File: config.mk
export PLATFORM = sky130hd
export DESIGN_NAME = sha256_stream_hasher_unit_flat
export DESIGN_NICKNAME = d
export VERILOG_FILES = /design/src/rtl/core/sha256_pkg.sv /design/src/rtl/core/sha256_if.sv /design/src/rtl/core/sha256_round.sv /design/src/rtl/core/sha256_stream_hasher_unit.sv /design/src/flat_wrapper.sv
export SDC_FILE = /design/constraint.sdc
export NUM_CORES = 2
export LEC_CHECK = 0
export BUFFER_PORTS_ARGS = -buffer_cell sky130_fd_sc_hd__buf_2
export CORE_MARGIN = 2
export CORE_UTILIZATION = 38
export CTS_BUF_LIST = sky130_fd_sc_hd__clkbuf_8
export CTS_CLUSTER_DIAMETER = 40
export DETAILED_ROUTE_END_ITERATION = 16
export PLACE_DENSITY = 0.52
export REMOVE_ABC_BUFFERS = 1
export SLEW_MARGIN = 0
export SYNTH_ARGS = -nofsm -noshare
export SYNTH_HDL_FRONTEND = slang
export SYNTH_SLANG_ARGS = --single-unit
export TNS_END_PERCENT = 50
File: constraint.sdc
create_clock -name clock -period 39.9 [get_ports clock]
set_clock_uncertainty 0.15 [all_clocks]
set_input_delay 1.995 -clock clock [delete_from_list [all_inputs] [get_ports clock]]
set_output_delay 1.995 -clock clock [all_outputs]
set_load 0.01 [all_outputs]
File: src/rtl/core/sha256_pkg.sv
package sha256_pkg;

   localparam int unsigned BlockBytes  = 64;
   localparam int unsigned RoundCount  = 64;
   localparam int unsigned DigestWords = 8;

   typedef logic [31:0] word_type;

   // Control handed from the sequencer to the round unit.
   typedef struct packed {
      logic       load;      // copy chain words into the working variables
      logic       round_en;  // run one round
      logic [5:0] round_idx; // round number
      logic       fold;      // add working variables into the chain words
      logic       chain_rst; // restore the initial hash values
   } round_ctl_type;

   function automatic word_type init_chain(input logic [2:0] idx);
      word_type r;
      case (idx)
         3'd0: r = 32'h6a09e667;
         3'd1: r = 32'hbb67ae85;
         3'd2: r = 32'h3c6ef372;
         3'd3: r = 32'ha54ff53a;
         3'd4: r = 32'h510e527f;
         3'd5: r = 32'h9b05688c;
         3'd6: r = 32'h1f83d9ab;
         default: r = 32'h5be0cd19;
      endcase
      return r;
   endfunction

   function automatic word_type round_const(input logic [5:0] idx);
      word_type r;
      case (idx)
         6'd0: r = 32'h428a2f98;  6'd1: r = 32'h71374491;
         6'd2: r = 32'hb5c0fbcf;  6'd3: r = 32'he9b5dba5;
         6'd4: r = 32'h3956c25b;  6'd5: r = 32'h59f111f1;
         6'd6: r = 32'h923f82a4;  6'd7: r = 32'hab1c5ed5;
         6'd8: r = 32'hd807aa98;  6'd9: r = 32'h12835b01;
         6'd10: r = 32'h243185be; 6'd11: r = 32'h550c7dc3;
         6'd12: r = 32'h72be5d74; 6'd13: r = 32'h80deb1fe;
         6'd14: r = 32'h9bdc06a7; 6'd15: r = 32'hc19bf174;
         6'd16: r = 32'he49b69c1; 6'd17: r = 32'hefbe4786;
         6'd18: r = 32'h0fc19dc6; 6'd19: r = 32'h240ca1cc;
         6'd20: r = 32'h2de92c6f; 6'd21: r = 32'h4a7484aa;
         6'd22: r = 32'h5cb0a9dc; 6'd23: r = 32'h76f988da;
         6'd24: r = 32'h983e5152; 6'd25: r = 32'ha831c66d;
         6'd26: r = 32'hb00327c8; 6'd27: r = 32'hbf597fc7;
         6'd28: r = 32'hc6e00bf3; 6'd29: r = 32'hd5a79147;
         6'd30: r = 32'h06ca6351; 6'd31: r = 32'h14292967;
         6'd32: r = 32'h27b70a85; 6'd33: r = 32'h2e1b2138;
         6'd34: r = 32'h4d2c6dfc; 6'd35: r = 32'h53380d13;
         6'd36: r = 32'h650a7354; 6'd37: r = 32'h766a0abb;
         6'd38: r = 32'h81c2c92e; 6'd39: r = 32'h92722c85;
         6'd40: r = 32'ha2bfe8a1; 6'd41: r = 32'ha81a664b;
         6'd42: r = 32'hc24b8b70; 6'd43: r = 32'hc76c51a3;
         6'd44: r = 32'hd192e819; 6'd45: r = 32'hd6990624;
         6'd46: r = 32'hf40e3585; 6'd47: r = 32'h106aa070;
         6'd48: r = 32'h19a4c116; 6'd49: r = 32'h1e376c08;
         6'd50: r = 32'h2748774c; 6'd51: r = 32'h34b0bcb5;
         6'd52: r = 32'h391c0cb3; 6'd53: r = 32'h4ed8aa4a;
         6'd54: r = 32'h5b9cca4f; 6'd55: r = 32'h682e6ff3;
         6'd56: r = 32'h748f82ee; 6'd57: r = 32'h78a5636f;
         6'd58: r = 32'h84c87814; 6'd59: r = 32'h8cc70208;
         6'd60: r = 32'h90befffa; 6'd61: r = 32'ha4506ceb;
         6'd62: r = 32'hbef9a3f7; default: r = 32'hc67178f2;
      endcase
      return r;
   endfunction

   function automatic word_type ror32(input word_type x, input int unsigned s);
      return (x >> s) | (x << (32 - s));
   endfunction

endpackage

File: src/rtl/core/sha256_if.sv
interface sha256_req_if;
   logic       valid;
   logic       ready;
   logic [7:0] data_byte;
   logic       has_byte;
   logic       end_of_message;
   modport source (output valid, data_byte, has_byte, end_of_message, input ready);
   modport sink   (input valid, data_byte, has_byte, end_of_message, output ready);
endinterface

interface sha256_rsp_if;
   logic        valid;
   logic        ready;
   logic [31:0] digest_word;
   logic [2:0]  word_position;
   logic        last_word;
   modport source (output valid, digest_word, word_position, last_word, input ready);
   modport sink   (input valid, digest_word, word_position, last_word, output ready);
endinterface

File: src/rtl/core/sha256_round.sv
module sha256_round
   import sha256_pkg::*;
(
   input  logic          clock,
   input  logic          reset,
   input  round_ctl_type ctl,
   input  word_type      msg_word,    // block word for rounds 0..15
   input  logic [2:0]    rd_idx,
   output word_type      chain_word
);

   word_type chain_ff [DigestWords];
   word_type var_ff   [DigestWords];
   word_type sched_ff [16];

   word_type w_in, x15, x2, s0, s1, t1, t2;
   logic [3:0] slot;

   assign slot = ctl.round_idx[3:0];
   assign x15  = sched_ff[slot + 4'd1];
   assign x2   = sched_ff[slot + 4'd14];

   // Message schedule expansion and the round function.
   always_comb begin
      s0 = ror32(x15, 7) ^ ror32(x15, 18) ^ (x15 >> 3);
      s1 = ror32(x2, 17) ^ ror32(x2, 19) ^ (x2 >> 10);
      if (ctl.round_idx < 6'd16) begin
         w_in = msg_word;
      end else begin
         w_in = sched_ff[slot] + s0 + sched_ff[slot + 4'd9] + s1;
      end
      t1 = var_ff[7] + (ror32(var_ff[4], 6) ^ ror32(var_ff[4], 11) ^ ror32(var_ff[4], 25))
         + ((var_ff[4] & var_ff[5]) ^ (~var_ff[4] & var_ff[6]))
         + round_const(ctl.round_idx) + w_in;
      t2 = (ror32(var_ff[0], 2) ^ ror32(var_ff[0], 13) ^ ror32(var_ff[0], 22))
         + ((var_ff[0] & var_ff[1]) ^ (var_ff[0] & var_ff[2]) ^ (var_ff[1] & var_ff[2]));
   end

   // Working variables and schedule window.
   always_ff @(posedge clock) begin
      if (ctl.load) begin
         for (int i = 0; i < DigestWords; i++) var_ff[i] <= chain_ff[i];
      end else if (ctl.round_en) begin
         sched_ff[slot] <= w_in;
         var_ff[7] <= var_ff[6];
         var_ff[6] <= var_ff[5];
         var_ff[5] <= var_ff[4];
         var_ff[4] <= var_ff[3] + t1;
         var_ff[3] <= var_ff[2];
         var_ff[2] <= var_ff[1];
         var_ff[1] <= var_ff[0];
         var_ff[0] <= t1 + t2;
      end
   end

   // Chaining words.
   always_ff @(posedge clock) begin
      if (reset || ctl.chain_rst) begin
         for (int i = 0; i < DigestWords; i++) chain_ff[i] <= init_chain(3'(i));
      end else if (ctl.fold) begin
         for (int i = 0; i < DigestWords; i++) chain_ff[i] <= chain_ff[i] + var_ff[i];
      end
   end

   assign chain_word = chain_ff[rd_idx];

endmodule

File: src/rtl/core/sha256_stream_hasher_unit.sv
// Channel | Dir | Fields
// req_    | in  | data_byte[7:0], has_byte, end_of_message
// rsp_    | out | digest_word[31:0], word_position[2:0], last_word
//
// A byte transaction writes one byte into the block buffer. The 64th byte of a block starts a compression
// of a load step, 64 rounds (one per cycle, single round unit) and a fold step;
// no new byte is taken while a block is being compressed.
// An end transaction pads a byte per cycle to the block end and runs one or two compressions.
// It then shows eight digest transactions and takes a step restoring the initial state;
// req_ready is low throughout. Synchronous reset restores the initial hash values, and
// rsp_ready stalls hold the offered word.
module sha256_stream_hasher_unit
   import sha256_pkg::*;
(
   input  logic clock,
   input  logic reset,
   sha256_req_if.sink   req,
   sha256_rsp_if.source rsp
);

   typedef enum logic [6:0] {
      ST_IDLE  = 7'b0000001,
      ST_LOAD  = 7'b0000010,
      ST_ROUND = 7'b0000100,
      ST_FOLD  = 7'b0001000,
      ST_PAD   = 7'b0010000,
      ST_OUT   = 7'b0100000,
      ST_CLR   = 7'b1000000
   } state_type;

   state_type   state_ff, state_in;
   logic [5:0]  fill_ff, fill_in;
   logic [63:0] bits_ff, bits_in;
   logic [5:0]  round_ff, round_in;
   logic        fin_ff, fin_in;   // message end seen; padding in progress
   logic        lenb_ff, lenb_in; // 0x80 byte already written
   logic        late_ff, late_in; // 0x80 byte landed past position 55 in this block
   logic [2:0]  pos_ff, pos_in;
   word_type    buf_ff [BlockBytes / 4];
   logic        wr_en;
   logic [7:0]  wr_byte, pad_byte;
   word_type    msg_word, chain_word;
   round_ctl_type ctl;

   // The block buffer holds big-endian words, so a round reads one entry.
   assign msg_word = buf_ff[round_ff[3:0]];

   sha256_round u_round (
      .clock(clock), .reset(reset), .ctl(ctl), .msg_word(msg_word),
      .rd_idx(pos_ff), .chain_word(chain_word)
   );

   // Padding byte: 0x80, zeros, then the length bytes at positions 56..63.
   // A block whose 0x80 came late carries zeros to its end instead of the length.
   always_comb begin
      if (!lenb_ff) begin
         pad_byte = 8'h80;
      end else if (fill_ff >= 6'd56 && !late_ff) begin
         pad_byte = bits_ff[{~fill_ff[2:0], 3'b000} +: 8];
      end else begin
         pad_byte = 8'h00;
      end
   end

   // Sequencer.
   always_comb begin
      state_in = state_ff;
      fill_in  = fill_ff;
      bits_in  = bits_ff;
      round_in = round_ff;
      fin_in   = fin_ff;
      lenb_in  = lenb_ff;
      pos_in   = pos_ff;
      wr_en    = 1'b0;
      wr_byte  = req.data_byte;
      ctl      = '0;
      ctl.round_idx = round_ff;
      case (state_ff)
         ST_IDLE: begin
            if (req.valid) begin
               if (req.has_byte) begin
                  wr_en   = 1'b1;
                  fill_in = fill_ff + 6'd1;
                  bits_in = bits_ff + 64'd8;
               end
               fin_in = req.end_of_message;
               if (req.has_byte && fill_ff == 6'd63) begin
                  state_in = ST_LOAD;
               end else if (req.end_of_message) begin
                  state_in = ST_PAD;
               end
            end
         end
         ST_PAD: begin
            wr_en   = 1'b1;
            wr_byte = pad_byte;
            lenb_in = 1'b1;
            fill_in = fill_ff + 6'd1;
            if (fill_ff == 6'd63) state_in = ST_LOAD;
         end
         ST_LOAD: begin
            ctl.load = 1'b1;
            round_in = '0;
            state_in = ST_ROUND;
         end
         ST_ROUND: begin
            ctl.round_en = 1'b1;
            round_in = round_ff + 6'd1;
            if (round_ff == 6'(RoundCount - 1)) state_in = ST_FOLD;
         end
         ST_FOLD: begin
            ctl.fold = 1'b1;
            if (!fin_ff) begin
               state_in = ST_IDLE;
            end else if (lenb_ff && !late_ff) begin
               // The block just folded carried the length.
               state_in = ST_OUT;
               pos_in   = '0;
            end else begin
               state_in = ST_PAD;
            end
         end
         ST_OUT: begin
            if (rsp.ready) begin
               pos_in = pos_ff + 3'd1;
               if (pos_ff == 3'd7) state_in = ST_CLR;
            end
         end
         ST_CLR: begin
            ctl.chain_rst = 1'b1;
            fill_in  = '0;
            bits_in  = '0;
            fin_in   = 1'b0;
            lenb_in  = 1'b0;
            state_in = ST_IDLE;
         end
         default: state_in = ST_IDLE;
      endcase
   end

   // A 0x80 written past position 55 leaves no room for the length in this block.
   always_comb begin
      late_in = late_ff;
      if (state_ff == ST_PAD && !lenb_ff) late_in = (fill_ff >= 6'd56);
      if (state_ff == ST_FOLD) late_in = 1'b0;
      if (state_ff == ST_CLR) late_in = 1'b0;
   end

   always_ff @(posedge clock) begin
      if (reset) begin
         state_ff   <= ST_IDLE;
         fill_ff    <= '0;
         bits_ff    <= '0;
         round_ff   <= '0;
         fin_ff     <= 1'b0;
         lenb_ff    <= 1'b0;
         pos_ff     <= '0;
         late_ff    <= 1'b0;
      end else begin
         state_ff   <= state_in;
         fill_ff    <= fill_in;
         bits_ff    <= bits_in;
         round_ff   <= round_in;
         fin_ff     <= fin_in;
         lenb_ff    <= lenb_in;
         pos_ff     <= pos_in;
         late_ff    <= late_in;
      end
   end

   // Block buffer; each byte goes into its lane of a big-endian word.
   always_ff @(posedge clock) begin
      if (wr_en) begin
         buf_ff[fill_ff[5:2]][{~fill_ff[1:0], 3'b000} +: 8] <= wr_byte;
      end
   end

   assign req.ready         = (state_ff == ST_IDLE);
   assign rsp.valid         = (state_ff == ST_OUT);
   assign rsp.digest_word   = chain_word;
   assign rsp.word_position = pos_ff;
   assign rsp.last_word     = (pos_ff == 3'd7);

endmodule
File: src/flat_wrapper.sv
// flat-port wrapper written by rule: the top's interface ports become plain ports
module sha256_stream_hasher_unit_flat import sha256_pkg::*;
  (clock, reset, req_valid, req_data_byte, req_has_byte, req_end_of_message, req_ready, rsp_valid, rsp_digest_word, rsp_word_position, rsp_last_word, rsp_ready);
  sha256_req_if req_i ();
  sha256_rsp_if rsp_i ();
  input  logic clock;
  input  logic reset;
  input wire logic [$bits(req_i.valid)-1:0] req_valid;
  input wire logic [$bits(req_i.data_byte)-1:0] req_data_byte;
  input wire logic [$bits(req_i.has_byte)-1:0] req_has_byte;
  input wire logic [$bits(req_i.end_of_message)-1:0] req_end_of_message;
  output wire logic [$bits(req_i.ready)-1:0] req_ready;
  output wire logic [$bits(rsp_i.valid)-1:0] rsp_valid;
  output wire logic [$bits(rsp_i.digest_word)-1:0] rsp_digest_word;
  output wire logic [$bits(rsp_i.word_position)-1:0] rsp_word_position;
  output wire logic [$bits(rsp_i.last_word)-1:0] rsp_last_word;
  input wire logic [$bits(rsp_i.ready)-1:0] rsp_ready;
  assign req_i.valid = req_valid;
  assign req_i.data_byte = req_data_byte;
  assign req_i.has_byte = req_has_byte;
  assign req_i.end_of_message = req_end_of_message;
  assign req_ready = req_i.ready;
  assign rsp_valid = rsp_i.valid;
  assign rsp_digest_word = rsp_i.digest_word;
  assign rsp_word_position = rsp_i.word_position;
  assign rsp_last_word = rsp_i.last_word;
  assign rsp_i.ready = rsp_ready;
  sha256_stream_hasher_unit u_core (.clock(clock), .reset(reset), .req(req_i), .rsp(rsp_i));
endmodule
# After elaboration in Yosys (flattened, before gate mapping)
# Memory sizes are Yosys's and may differ from the RTL's. A register that Yosys moved wholly into a read port is not among the register bits.
# Index checks and enable logic that the tools add are counted.
[totals]
reg_bits = 89
mem_bits_rw = 1536
mem_bits_ro = 2048
in_bits = 14
out_inout_bits = 38
wordCells = 205
n_memories = 5
[memory_table]
columns = ["name", "depth", "width", "rd", "rd_clocked_by_memory_dff", "write_ports", "line", "rtl"]
rows = [
  ["(no name shown)", 64, 32, 1, 1, 0, "sha256_pkg.sv:35", "case (idx)"],
  ["u_core.buf_ff", 16, 32, 1, 1, 1, "sha256_stream_hasher_unit.sv:39", "word_type buf_ff [BlockBytes / 4];"],
  ["u_core.u_round.sched_ff", 16, 32, 4, 1, 1, "sha256_round.sv:14", "word_type sched_ff [16];"],
  ["u_core.u_round.chain_ff", 8, 32, 9, 1, 8, "sha256_round.sv:12", "word_type chain_ff [DigestWords];"],
  ["u_core.u_round.var_ff", 8, 32, 8, 0, 8, "sha256_round.sv:13", "word_type var_ff [DigestWords];"],
]
[op_classes]
add_sub_neg = 26
order_cmp = 2
n_eq_ne = 19
shifts = 3
mux = 79
bitwise_logic = 45
n_reduce_logical = 18
[ops]
columns = ["op", "count"]
rows = [
  ["$mux W32", 26],
  ["$add A32 B32 Y32", 18],
  ["$xor A32 B32 Y32", 9],
  ["$and A32 B32 Y32", 5],
  ["$mux W64", 2],
  ["$pmux W64 S2", 1],
  ["$add A64 B4 Y64 const B", 1],
  ["$shiftx A64 B7 Y8", 1],
  ["$mux W7", 7],
  ["$pmux W7 S6", 1],
  ["$mux W6", 6],
  ["$not A32 Y32", 1],
  ["$or A10 B32 Y32", 1],
  ["$or A13 B32 Y32", 1],
  ["$or A14 B32 Y32", 1],
  ["$or A15 B32 Y32", 1],
  ["$or A19 B32 Y32", 1],
  ["$or A21 B32 Y32", 1],
  ["$or A25 B32 Y32", 1],
  ["$or A26 B32 Y32", 1],
  ["$or A30 B32 Y32", 1],
  ["$or A7 B32 Y32", 1],
  ["$shift A8 B7 Y32 const A", 1],
  ["$shiftx A8 B7 Y32", 1],
  ["other kinds (42)", 102],
]

# Longest topological paths before layout
# An unclocked memory read counts as a cell.
[logic_depth]
ltp_word = 12
mapped_depth = 59

# By module
# A second synthesis with hierarchy kept.
[hier_totals]
hier_cells = 8176
hier_area_um2 = 101633.7
[modules_own_cells]
columns = ["mod", "n_inst", "cells_per_inst", "area_per_inst_um2", "seq_area_each_um2"]
rows = [
  ["sha256_round", 1, 6747, 76992.6, 30749.5],
  ["sha256_stream_hasher_unit", 1, 1429, 24641.1, 17176.5],
]

# Least setup slack after synthesis
# No wires, ideal clock.
[synth_timing]
path_type = "reg2reg"
from = "reg u_core.round_ff[0]"
to = "mem u_core.u_round.var_ff[0][29] in the netlist's numbering (data pin)"
arrival_time_ps = 13646
required_ps = 39483
slack_ps = 25837
path_stages_with_launch = 58
n_path_buf = 9
synth_period_minus_slack_ps = 14063
cell_sequence = "dfxtp_1 buf_6 buf_12 buf_2 buf_2 buf_2 clkbuf_1 inv_1 ha_1 clkbuf_1 clkbuf_1 clkbuf_1 mux4_2 mux4_2 xnor2_1 xnor2_1 fa_1 fa_1 [... 22 more ...] and2_1 o21ai_0 nand2b_1 xnor2_1 inv_1 fa_1 inv_1 ha_1 o21ai_0 nand2b_1 nor3_1 a21oi_1 o21a_1 a311o_1 a41oi_1 nor2b_1 xor2_1 o21ai_0"
[synth_lines]
columns = ["item", "line", "rtl"]
rows = [
  ["start: declaration", "sha256_stream_hasher_unit.sv:34", "logic [5:0] round_ff, round_in;"],
  ["start signal: assignment", "sha256_stream_hasher_unit.sv:163", "round_ff <= round_in;"],
  ["end: declaration", "sha256_round.sv:13", ""],
]

==> report_table.html <==
<table>
<tr><th>Metric</th><th>Value</th></tr>
<tr><th colspan="2">Run</th></tr>
<tr><td>Max-cap violations</td><td>0</td></tr>
<tr><th colspan="2">Detailed routing</th></tr>
<tr><td>Routed via count</td><td>70269</td></tr>
<tr><td>Number of optimization iterations in the first detailed-route pass</td><td>6</td></tr>
<tr><td>Final wirelength</td><td>336.1 mm</td></tr>
<tr><td>Drt initial violations</td><td>7909</td></tr>
<tr><td>Detail-routed net length per standard cell</td><td>28.11 µm</td></tr>
<tr><td>Number of antenna-violating nets in the routed design</td><td>0</td></tr>
<tr><td>Post-detailed-route DRC marker count</td><td>0</td></tr>
<tr><td>Mean number of vias per cell</td><td>5.876</td></tr>
<tr><th colspan="2">Synth</th></tr>
<tr><td>Netlist cell types</td><td>98</td></tr>
<tr><td>Dominant register cell in the synthesized netlist</td><td>edfxtp_1</td></tr>
<tr><td>Share of synthesized flip-flops with an asynchronous set or reset</td><td>0%</td></tr>
<tr><td>Mean area per synthesized cell</td><td>12.68 µm²</td></tr>
<tr><td>Number of synthesized flops with an enable pin</td><td>1536</td></tr>
<tr><td>Warnings, synthesis</td><td>0</td></tr>
<tr><td>Cell area after synthesis</td><td>101800 µm²</td></tr>
<tr><td>Post-synthesis instance total</td><td>8034</td></tr>
<tr><td>Seq/Total Area, Yosys</td><td>47.74%</td></tr>
<tr><td>Register bit count reported by yosys</td><td>1661</td></tr>
<tr><th colspan="2">Worst setup path</th></tr>
<tr><td>CP required</td><td>40380 ps</td></tr>
<tr><td>Crit-path slowest cell</td><td>a21oi_2</td></tr>
<tr><td>CP Class</td><td>register to register</td></tr>
<tr><td>Cell family with most CP delay</td><td>adder cells</td></tr>
<tr><td>CP Capture Type</td><td>register</td></tr>
<tr><td>FF-to-FF path depth</td><td>47</td></tr>
<tr><td>Delay of the slowest critical-path stage</td><td>1000 ps</td></tr>
<tr><td>Critical path fanouts, max</td><td>53</td></tr>
<tr><td>RR Endpoint</td><td>u_core.u_round.var_ff[0][29]</td></tr>
<tr><td>Arrival time of data at the critical path endpoint</td><td>15850 ps</td></tr>
<tr><td>Most repeated library cell on the critical path</td><td>fa_1</td></tr>
<tr><td>Reg-to-Reg Start</td><td>u_core.round_ff[0]</td></tr>
<tr><td>Kind of start point of the critical path</td><td>register</td></tr>
<tr><td>Path length in cells of the critical path</td><td>47</td></tr>
<tr><td>Total buffers and inverters traversed by the critical path</td><td>7</td></tr>
<tr><td>Setup slack on the worst flop-to-flop path</td><td>24530 ps</td></tr>
<tr><th colspan="2">Timing</th></tr>
<tr><td>Total Negative Setup Slacks</td><td>0 ps</td></tr>
<tr><td>Shortest period the worst path allows</td><td>15370 ps</td></tr>
<tr><td>Count of final setup violators</td><td>0</td></tr>
<tr><td>Final hold viol count</td><td>0</td></tr>
<tr><td>Number of max-slew violations in the final report</td><td>0</td></tr>
<tr><td>Transition at the pin with the smallest max-transition slack</td><td>1375 ps</td></tr>
<tr><td>Max transition margin</td><td>8.343%</td></tr>
<tr><td>Hold_ws</td><td>320.9 ps</td></tr>
<tr><td>Setup repair after global routing missed its margin</td><td>false</td></tr>
<tr><td>Final worst-path cycle share</td><td>38.52%</td></tr>
<tr><td>Maximum frequency from static timing analysis</td><td>65.07 MHz</td></tr>
<tr><th colspan="2">Floorplanning</th></tr>
<tr><td>Core outline area</td><td>267200 µm²</td></tr>
<tr><td>Die area</td><td>272200 µm²</td></tr>
<tr><td>Num rows</td><td>190</td></tr>
<tr><td>Starting density of the core</td><td>38.12%</td></tr>
<tr><td>Overall die height</td><td>521.7 µm</td></tr>
<tr><td>Horizontal die dimension</td><td>521.7 µm</td></tr>
<tr><td>Io pins</td><td>52</td></tr>
<tr><th colspan="2">Finish</th></tr>
<tr><td>Fraction of final layout cells with drive strength greater than 1</td><td>18.61%</td></tr>
<tr><td>Final net count</td><td>8751</td></tr>
<tr><td>Fraction of the core area covered by cells at the end of the flow</td><td>42.32%</td></tr>
<tr><td>Synth-to-Final Area Change</td><td>11.04%</td></tr>
<tr><td>Layout Cells excl Fill</td><td>11958</td></tr>
<tr><th colspan="2">Min path</th></tr>
<tr><td>Hold Crit Endpoint</td><td>u_core.fin_ff</td></tr>
<tr><td>Min-Delay Startpoint</td><td>u_core.fin_ff</td></tr>
<tr><td>Worst hold path type</td><td>register to register</td></tr>
<tr><td>Depth of the worst hold-timing path</td><td>2</td></tr>
<tr><th colspan="2">Global route</th></tr>
<tr><td>Overflow left after global routing</td><td>0</td></tr>
<tr><td>Overall track demand over capacity in global routing</td><td>24.36%</td></tr>
<tr><td>Global-route wire length before repair</td><td>487.4 mm</td></tr>
<tr><td>Number of antenna violations at the first check in global routing</td><td>9</td></tr>
<tr><td>Number of global-route vias before repair</td><td>69100</td></tr>
<tr><td>Pin count of the biggest net entering global routing</td><td>98</td></tr>
<tr><th colspan="2">Clocking</th></tr>
<tr><td>Sink Count</td><td>1661</td></tr>
<tr><td>Clk Tree Root Cell</td><td>clkbuf_8</td></tr>
<tr><td>CTS tree</td><td>done</td></tr>
<tr><td>Number of levels the H-tree was split into</td><td>5</td></tr>
<tr><td>Setup Fix Bufs, Post-CTS</td><td>0</td></tr>
<tr><td># resized after CTS</td><td>0</td></tr>
<tr><td>Hold-fix buffers at CTS</td><td>0</td></tr>
<tr><td>Maximum number of buffers from clock root to sink</td><td>4</td></tr>
<tr><td>Clk pin slew, worst setup/hold paths</td><td>60 ps</td></tr>
<tr><td>Clock insertion delay at the later pin of the skew report</td><td>1020 ps</td></tr>
<tr><td>Number of clock buffers inserted by TritonCTS</td><td>337</td></tr>
<tr><th colspan="2">Power</th></tr>
<tr><td>Share of power burned in registers</td><td>42.7%</td></tr>
<tr><td>Leakage power</td><td>40.25 nW</td></tr>
<tr><td>Power density cells</td><td>40.42 nW/µm²</td></tr>
<tr><td>Largest voltage drop on the vdd net</td><td>0.03307 mV</td></tr>
<tr><td>Cell Int Power</td><td>3.255 mW</td></tr>
<tr><td>Combinational power share</td><td>18.2%</td></tr>
<tr><td>Proportion of total power due to net switching</td><td>28.80%</td></tr>
<tr><td>Clock share of power</td><td>39.1%</td></tr>
<tr><td>Switching power</td><td>1.316 mW</td></tr>
<tr><th colspan="2">Outcome</th></tr>
<tr><td>Run status</td><td>complete, no violations</td></tr>
<tr><th colspan="2">Placement</th></tr>
<tr><td>Placed wire-length estimate after detailed placement</td><td>234.7 mm</td></tr>
<tr><td>Number of input and output port buffers inserted</td><td>51</td></tr>
<tr><td>Routability cong.</td><td>0.9422</td></tr>
<tr><td>Cell total after placement</td><td>11352</td></tr>
</table>
## per-stage QoR
stage | power (mW) | area (µm²) | setup WS (ps)
6_report | 4.571 | 113100 | 24530
5_1_grt | 4.777 | 113100 | 23380
4_1_cts | 4.606 | 113100 | 24560
3_5_place_dp | 2.805 | 106400 | 24720
3_3_place_gp | 2.800 | 106400 | 24800
2_1_floorplan | 2.580 | 100200 | 15190
## cells in the final DEF (no fill, tap or decap), types with 20 or more instances in the layout
| master | count |
|---|---|
| clkinv_1 | 59 |
| a21oi_1 | 404 |
| buf_4 | 139 |
| o21a_1 | 50 |
| a211oi_1 | 38 |
| or3_1 | 44 |
| nand2b_1 | 65 |
| nand4_1 | 28 |
| edfxtp_1 | 1536 |
| o21bai_1 | 44 |
| inv_1 | 493 |
| mux2_2 | 63 |
| and3_1 | 56 |
| ha_1 | 401 |
| o211ai_1 | 36 |
| nor2b_1 | 75 |
| xor2_1 | 217 |
| xnor2_1 | 382 |
| and2_1 | 26 |
| fa_1 | 195 |
| a21o_1 | 175 |
| o22ai_1 | 20 |
| clkinvlp_4 | 22 |
| nor2_1 | 469 |
| mux4_2 | 738 |
| clkinv_2 | 52 |
| bufinv_16 | 28 |
| dfxtp_1 | 116 |
| a31oi_1 | 51 |
| nand2_1 | 1047 |
| buf_2 | 51 |
| nand3_1 | 95 |
| nor3_1 | 82 |
| o21ai_0 | 375 |
| clkbuf_8 | 347 |
## power by group through the flow
stage                     combinational [mW]  sequential, mW  clock, mW
after floorplan                        0.592            1.99          0
after global placement                 0.812            1.99          0
after detailed placement               0.817            1.99          0
after CTS                              0.825            1.95       1.83
after global routing                   0.920            1.95       1.90
final                                  0.832            1.95       1.79
## layout make-up
| type | instances | area [µm²] |
|---|---|---|
| Antenna cell | 3 | 7.507 |
| Timing Repair Buffer | 194 | 1379 |
| Inverter | 413 | 1558 |
| Multi-Input combinational cell | 5532 | 50330 |
| Clock inverter | 256 | 1934 |
| Sequential cell | 1661 | 48660 |
| Clock buffer | 347 | 4776 |
| Fill cell | 24766 | 154100 |
| Tap cell | 3552 | 4444 |
## synthesized netlist by cell type (14+ instances only)
master | number | area share [%]
edfxtp_1 | 1536 | 45
nand2_1 | 1050 | 3.9
mux4_2 | 738 | 16
nor2_1 | 485 | 1.8
a21oi_1 | 412 | 2.0
inv_1 | 408 | 1.5
ha_1 | 403 | 5.0
o21ai_0 | 388 | 1.9
xnor2_1 | 382 | 3.3
clkbuf_1 | 332 | 1.2
xor2_1 | 220 | 1.9
fa_1 | 195 | 3.8
a21o_1 | 175 | 1.3
dfxtp_1 | 125 | 2.5
nand3_1 | 95 | 0.47
nor3_1 | 86 | 0.42
nor2b_1 | 75 | 0.46
buf_1 | 71 | 0.26
nand2b_1 | 67 | 0.41
mux2_2 | 63 | 0.70
and3_1 | 56 | 0.34
a31oi_1 | 51 | 0.31
o21a_1 | 50 | 0.37
o21bai_1 | 44 | 0.32
or3_1 | 44 | 0.27
a211oi_1 | 38 | 0.28
o211ai_1 | 36 | 0.27
nand4_1 | 28 | 0.17
and2_1 | 26 | 0.16
buf_2 | 22 | 0.11
o22ai_1 | 20 | 0.12
o31ai_1 | 19 | 0.14
or2_2 | 19 | 0.12
a2111oi_0 | 18 | 0.15
mux2i_1 | 14 | 0.14
## state kept, by name, indices dropped and copies added (netlist names), named ones only
register / flops
u_core.buf_ff: 512
u_core.u_round.sched_ff: 512
u_core.u_round.chain_ff: 256
u_core.u_round.var_ff: 256
u_core.bits_ff: 61
u_core.state_ff: 7
u_core.fill_ff: 6
u_core.round_ff: 6
u_core.rsp.word_position: 3
u_core.fin_ff: 1
u_core.late_ff: 1
u_core.lenb_ff: 1
## worst max path at each step
stage	start	endpoint	slack [ps]
after detailed placement	u_core.round_ff[0]	u_core.u_round.var_ff[0][29]	24720
after global routing	u_core.round_ff[0]	u_core.u_round.var_ff[0][29]	23380
final	u_core.round_ff[0]	u_core.u_round.var_ff[0][29]	24530
after global placement	u_core.round_ff[0]	u_core.u_round.var_ff[0][29]	24800
after CTS	u_core.round_ff[0]	u_core.u_round.var_ff[0][29]	24560
after floorplan	u_core.round_ff[0]	u_core.u_round.var_ff[0][29]	15190
## metal layers
metal  vias to the layer above  share of wire [%]  global-route usage (%)  wire length [µm]
li1                      30521                  -                       -                 -
met1                     35993                 45                   36.04            151700
met2                      3233                 44                   36.53            148600
met3                       522                7.9                   4.449             26700
met4                         0                2.7                   6.883              9104
met5                         -                  0                       0                 0
## cell families (layout without fill, tap and decap cells)
group                    after synthesis  after routing  synth area share [%]
flip-flops                          1661           1661                 47.74
AO/OA/AOI/OAI                       1404           1404                 8.538
buffers and inverters                841           1210                 3.157
adder cells (fa/ha/maj)              603            603                 8.833
XOR/XNOR                             606            606                 5.252
multiplexers                         829            829                 17.50
other                                  0              3                     0
AND/OR/NAND/NOR                     2090           2090                 8.973
## worst register-to-register path: cells and delay by family, from the launching register on
| family | cells | cell delay (ps) |
|---|---|---|
| flops | 1 | 980 |
| simple gates | 10 | 1650 |
| buf+inv | 7 | 2080 |
| mux | 2 | 1270 |
| xor+xnor | 4 | 700 |
| compound gates | 14 | 3900 |
| fa+ha+maj | 10 | 4270 |
Power figures use the tool's default switching activity.
